### config.mk
export PLATFORM = sky130hd
export DESIGN_NAME = tlec_ram
export DESIGN_NICKNAME = d
export VERILOG_FILES = /design/src/sv/tlec_ram.sv
export SDC_FILE = /design/constraint.sdc
export NUM_CORES = 1
export LEC_CHECK = 0
export BUFFER_PORTS_ARGS = -buffer_cell sky130_fd_sc_hd__buf_2
export CAP_MARGIN = 20
export CORE_MARGIN = 2
export CORE_UTILIZATION = 55
export CTS_CLUSTER_DIAMETER = 100
export CTS_CLUSTER_SIZE = 28
export DETAILED_ROUTE_END_ITERATION = 12
export PLACE_DENSITY_LB_ADDON = 0.1
export SETUP_SLACK_MARGIN = 0.4
export SYNTH_ARGS = -nofsm -noshare
export SYNTH_HDL_FRONTEND = slang
export SYNTH_SLANG_ARGS = --single-unit
### constraint.sdc
create_clock -name clk -period 2.3 [get_ports clk]
set_input_delay 0.69 -clock clk [delete_from_list [all_inputs] [get_ports clk]]
set_output_delay 0.69 -clock clk [all_outputs]
set_load 0.005 [all_outputs]
### src/sv/tlec_ram.sv
// generic single write port ram with registered read
module tlec_ram #(
	parameter int WIDTH = 8,
	parameter int DEPTH = 16
) (
	input  logic                     clk,
	input  logic                     we,
	input  logic [$clog2(DEPTH)-1:0] waddr,
	input  logic [WIDTH-1:0]         wdata,
	input  logic [$clog2(DEPTH)-1:0] raddr,
	output logic [WIDTH-1:0]         rdata
);
	logic [WIDTH-1:0] mem [DEPTH];

	always_ff @(posedge clk) begin
		if (we) begin
			mem[waddr] <= wdata;
		end
		rdata <= mem[raddr];
	end
endmodule

==> reports/metrics.csv, run 1 <==
metric,value,unit
grtUsageTotal,0.206,
clk_latency,0.52,ns
syn-instance-count,229,
maxSlewViolCount,0,
min_period,1.69,ns
netlist-cell-type-count,19,
gp_congestion,0.709,
synth_area,5150,um2
ys_ff_latch,136,
grt_max_degree,22,
critPathMaxStageDelay,0.36,ns
setup_ws,0.615,ns
htreeDepth,4,
wl_per_cell,22.5,um
critPathMaxFanout,1,
max_freq,0.593,GHz
diodes,0,
critPathSlowestCell,dfxtp_1,
start_kind,register,
synthTopCellsByArea,"edfxtp_1 (75%), mux4_2 (7.9%), mux4_1 (7.1%)",
finClkSkew,0.0115,ns
die_h,101,um
grt_pass1_wl,14300,um
start_util,0.562,
area_growth,18.7,%
cts_buffers,17,
die_w,101,um
cts_tree,done,
cp.arrival,1.00,ns
final_cells,409,
drv_cap,0,
worstSetupPathType,reg -> out,
io_buffers,25,
ctsResizeCount,0,
outcome,completed,
drive_gt1_frac,0.329,
path_cells,buf_2,
drt_iter0_markers,150,
pin_count,26,
required,1.61,ns
setup_viol,0,
crit_family,flip-flops,
path_buf_inv,1,
cts_sinks,136,
clkTransAtPathRegs,0.06,ns
synth_xor_area_frac,0,
ys_seq_area_frac,0.778,
grt_pass1_vias,2510,
nets,304,
dp_cells,378,
rows,35,
vias_per_cell,5.98,
grt_overflow_total,0,
ir_worst_vdd,0.000493,V
root_buffer,clkbuf_8,
fin_crit_sh,0.733,
p_leak,2.10,nW
setup_tns,0,ns
postCtsSetupBuffers,0,
synth_top_family_by_area,multiplexers,
clock_path_buffers,2,
rsz0062_at_grt,no,
drtPass1Iterations,4,
synthMuxAreaShare,0.150,
core-area,9150,um2
pre_cts_slack,0.162,ns
postCtsHoldBufs,0,
tightest_slew,0.429,ns
min_path_type,in -> reg,
synth_compound_area_frac,0.0233,
fill_cells,615,
syn_avg_cell_area,22.5,um2
synth_top_area_frac,0.747,
hold_violations,0,
slew-limit-headroom,0.714,
yosysTopAreaCell,edfxtp_1,
ant_nets,0,
yosys.area_share.adder,0,
drc_errors,0,
synth_nets,247,
dieArea,10100,um2
yosysWarningCount,0,
yosys.area_share.simple,0.0318,
antenna_found_initial,0,
pwr_density_cell,927,nW/um2
cp-end-kind,primary output,
drt_wl_total,9180,um
vias,2444,
dp_hpwl,6020,um
## cells in the mapped netlist, drive strengths merged
master,count
a22oi,16
and2,1
and2b,1
buf,7
clkdlybuf4s25,3
dfxtp,8
edfxtp,128
mux4,32
nand2,9
nand2b,2
nand3,1
nand3b,2
nor2,13
nor2b,1
nor3,4
or3b,1
## layout make-up
class / instances / area [um2] / area share
sequential: 136 / 4000 / 0.655
multi-input combinational: 83 / 1060 / 0.174
clock buffer: 19 / 432 / 0.0706
timing repair buffer: 48 / 323 / 0.0528
clock inverter: 12 / 153 / 0.0250
tap: 111 / 139 / 0.0227
## worst paths after layout
path                            start  cells after the start              endpoint  slack, ns
setup / recovery     rdata[1]$_DFF_P_                      1              rdata[1]       0.61
hold / removal               wdata[1]                      1  mem[15][1]$_DFFE_PP_       0.55
setup reg to reg  mem[9][3]$_DFFE_PP_                      3      rdata[3]$_DFF_P_       0.91
hold reg to reg   mem[8][1]$_DFFE_PP_                      3      rdata[1]$_DFF_P_       0.68
## cell families after synthesis
logic type             count (synthesis)
AO/OA/AOI/OAI                         16
buffers and inverters                 10
flip-flops                           136
multiplexers                          32
AND/OR/NAND/NOR                       35
## metal layers
| metal | global-route usage | part of all wire | vias to the layer above |
|---|---|---|---|
| li1 | - | - | 1086 |
| met1 | 0.280 | 0.44 | 1281 |
| met2 | 0.328 | 0.51 | 69 |
| met3 | 0.0541 | 0.044 | 8 |
| met4 | 0.0727 | 0.0090 | 0 |
| met5 | 0 | 0 | - |
## cells in the final DEF, fill, tap and decap left out, types with 2 or more instances in the layout
cell        synthesis  layout
clkbuf_16           0      16
clkinv_4            0       2
mux4_2             18      18
buf_12              0       2
a22oi_1            16      16
nor3_1              4       3
clkinvlp_4          0       4
buf_4               1      21
bufinv_16           0       3
clkbuf_8            0       2
dfxtp_1             8       8
nand2b_1            2       2
nor2_1             13      13
buf_2               3      25
nand2_1             9       9
nand3b_1            2       2
edfxtp_1          128     128
clkinv_2            0       3
mux4_1             14      14
## power breakdown
part	internal [mW]	leakage (nW)	switching [mW]
Sequential	2.77	1.22	0.0170
Clock	1.67	0.276	0.957
Combinational	0.116	0.601	0.138
Total	4.55	2.10	1.11
## metrics by stage
stage | power [mW] | cell area, um2 | hold slack [ns] | utilization
after global routing | 5.84 | 6110 | 0.551 | 0.668
final | 5.67 | 6110 | 0.554 | 0.668
after global placement | 3.09 | 5530 | 0.655 | 0.604
after floorplan | 2.98 | 5150 | 0.629 | -
after detailed placement | 3.10 | 5530 | 0.661 | 0.604
after CTS | 5.71 | 6110 | 0.542 | 0.668
## worst register-to-register path, stage by stage, from the launching register on
cell and delay, ns:
edfxtp_1 0.38, mux4_1 0.52, a22oi_1 0.28, nand2_1 0.09
## sequential cells by signal (all words and copies together), names as in the netlist
signal	count
mem	128
rdata	8
Note: power is estimated with default switching activity, not from simulation.
==> run 2, diff against run 1 <==
- ABC_AREA: not set -> 1
- clock period: 2.3 -> 1.7 ns (I/O delays scaled with it)
==> run 2 against run 1 <==
Compared with the run above: cell count increased by 82%; total power is 40% higher; worst setup slack worse by 0.39 ns; via count is 57% higher; synthesized area grew 12%; count of clock-buffer cells in the layout shrank 1; die area rose by 12%; design area is 11% higher; flip-flop and latch count unchanged; register-to-register slack worse by 0.23 ns; worst hold slack worse by 0.14 ns; sequential share of layout area shrank 6.6 points; critical path type unchanged.
==> reports/metrics.csv, run 2 <==
metric,value,unit,change
core-area,10200,um2,+12%
tightest_slew,0.389,ns,-0.0410 ns
synth_edf_count,128,,unchanged
synth-main-ff-cell,edfxtp_1,,
max_freq,0.680,GHz,
cp.arrival,0.96,ns,-0.04 ns
synthArstFlopShare,0,,unchanged
synth_nets,569,,+130%
diodes,0,,unchanged
slew-limit-headroom,0.741,,+0.0273
min_path_type,in -> reg,,
drc_errors,0,,unchanged
regMostFlops,mem,,
postLayoutCoreUtil,0.665,,-0.00326
setup_tns,0,ns,unchanged
drive_gt1_frac,0.159,,-0.170
vias_per_cell,5.14,,-14%
drt_wl_total,12600,um,+37%
ys_seq_area_frac,0.694,,-0.0835
area_growth,17.9,%,
clk_latency,0.52,ns,about the same
synth_xor_area_frac,0,,unchanged
finClkSkew,0.00764,ns,-0.00390 ns
pwr_density_cell,1170,nW/um2,+26%
fin_crit_sh,0.865,,
required,1.19,ns,-0.42 ns
outcome,completed,,
synth_top_family_by_area,simple AND/OR/NAND/NOR gates,,
syn_avg_cell_area,10.5,um2,-53%
ys_ff_latch,136,,unchanged
ir_worst_vdd,0.000774,V,+57%
cts_tree,done,,
vias,3835,,+57%
path_cells,buf_2,,
critPathMaxStageDelay,0.32,ns,-0.04 ns
drv_cap,0,,unchanged
yosys.area_share.simple,0.210,,+0.179
grtUsageTotal,0.243,,+0.0376
die_w,106,um,+5.6%
start_kind,register,,
io_buffers,25,,unchanged
final_common_cell,nand2_1,,
synth_common_cells,"nand2_1 (173), edfxtp_1 (128), inv_1 (100), nand3_1 (97), nor2_1 (17)",,
cts_buffers,17,,unchanged
min_period,1.47,ns,
ctsResizeCount,1,,+1
largest_reg_flops,128,,unchanged
grt_pass1_vias,3572,,+42%
seqCellArea,4010,um2,about the same
clock_path_buffers,2,,unchanged
postCtsSetupBuffers,0,,unchanged
setup_viol,0,,unchanged
path_buf_inv,1,,unchanged
clkTransAtPathRegs,0.06,ns,about the same
worstSetupPathType,reg -> out,,
dp_hpwl,7730,um,+29%
start_util,0.564,,+0.00125
dpl_cell_area,6190,um2,+12%
synth_compound_area_frac,0,,-0.0233
fill_cells,795,,+29%
hold_violations,0,,unchanged
critPathSlowestCell,dfxtp_2,,
htreeDepth,4,,unchanged
drt_iter0_markers,275,,+83%
netlist-cell-type-count,12,,-7
postCtsHoldBufs,0,,unchanged
maxSlewViolCount,0,,unchanged
rsz0062_at_grt,yes,,
reg_top3,"mem: 128 flops, rdata: 8 flops",,
synth_top_area_frac,0.667,,-0.0802
grt_overflow_total,0,,unchanged
grt_pass1_wl,19800,um,+38%
cts_sinks,136,,unchanged
final_design_area_no_fill,6800,um2,+11%
ant_nets,0,,unchanged
p_total,7.93,mW,+40%
rows,37,,+5.7%
synthTopCellsByArea,"edfxtp_1 (67%), nand2_1 (11%), nand3_1 (8.4%)",,
synthMuxAreaShare,0,,-0.150
dieArea,11300,um2,+12%
yosysWarningCount,0,,unchanged
synth_area,5770,um2,+12%
final_cell_mix,"nand2_1 (173), edfxtp_1 (128), inv_1 (100), nand3_1 (97), buf_2 (25)",,
gp_congestion,0.846,,+19%
multi_input_area,1240,um2,+17%
yosysTopAreaCell,edfxtp_1,,
crit_family,flip-flops,,
cp-end-kind,primary output,,
wl_per_cell,16.9,um,-25%
p_leak,2.96,nW,+41%
syn-instance-count,551,,+140%
antenna_found_initial,0,,unchanged
root_buffer,clkbuf_8,,
pin_count,26,,unchanged
grt_max_degree,33,,+50%
yosys.area_share.adder,0,,unchanged
die_h,106,um,+5.6%
synth.most_common_cell,nand2_1,,
critPathMaxFanout,1,,unchanged
drtPass1Iterations,4,,unchanged
nets,615,,+100%
run 2: cell count changes after synthesis, moves of 4 or more:
cell / before / now
a22oi_1: 16 / 0
buf_2: 3 / 13
inv_1: 0 / 100
mux4_1: 14 / 0
mux4_2: 18 / 0
nand2_1: 9 / 173
nand3_1: 1 / 97
nor2_1: 13 / 17
nor3_1: 4 / 0
run 2: area by class of cell:
| class | count | share of cell area |
|---|---|---|
| well taps | 136 | 0.0250 |
| clock buffers | 18 | 0.0629 |
| multi-input cells | 289 | 0.183 |
| inverters | 102 | 0.0563 |
| repair buffers | 51 | 0.0582 |
| clock inverters | 14 | 0.0256 |
| flip-flops and latches | 136 | 0.589 |
run 2: per-layer routing:
metal  vias up  global-route usage  routed length (um)
met4         0              0.0968                 262
met3        19              0.0601                 768
met2       129               0.385                6100
met1      1815               0.326                5460
met5         -                   0                   0
li1       1872                   -                   -
run 2: cells by family after synthesis:
logic type / count (synthesis)
simple gates: 289
buf+inv: 126
flops: 136
run 2: where the power goes:
part,switching (mW),total (mW),internal (mW)
sequential,0.0197,3.77,3.75
combinational,0.326,0.483,0.157
clock,1.40,3.68,2.28
run 2: through the flow:
step                cells  worst slack, ns  hold WS, ns
floorplan             551            0.261        0.607
global placement      714           0.0946        0.646
detailed placement    714           0.0647        0.649
CTS                   746            0.208        0.405
global route          746            0.195        0.406
finish                746            0.230        0.413
run 2: final timing paths:
path | start | endpoint | slack [ns] | cells after the start
max reg2reg | mem[6][4]$_DFFE_PP_ | rdata[4]$_DFF_P_ | 0.68 | 6
min | wdata[7] | mem[3][7]$_DFFE_PP_ | 0.41 | 1
max | rdata[6]$_DFF_P_ | rdata[6] | 0.23 | 1
min reg2reg | mem[14][5]$_DFFE_PP_ | rdata[5]$_DFF_P_ | 0.66 | 6
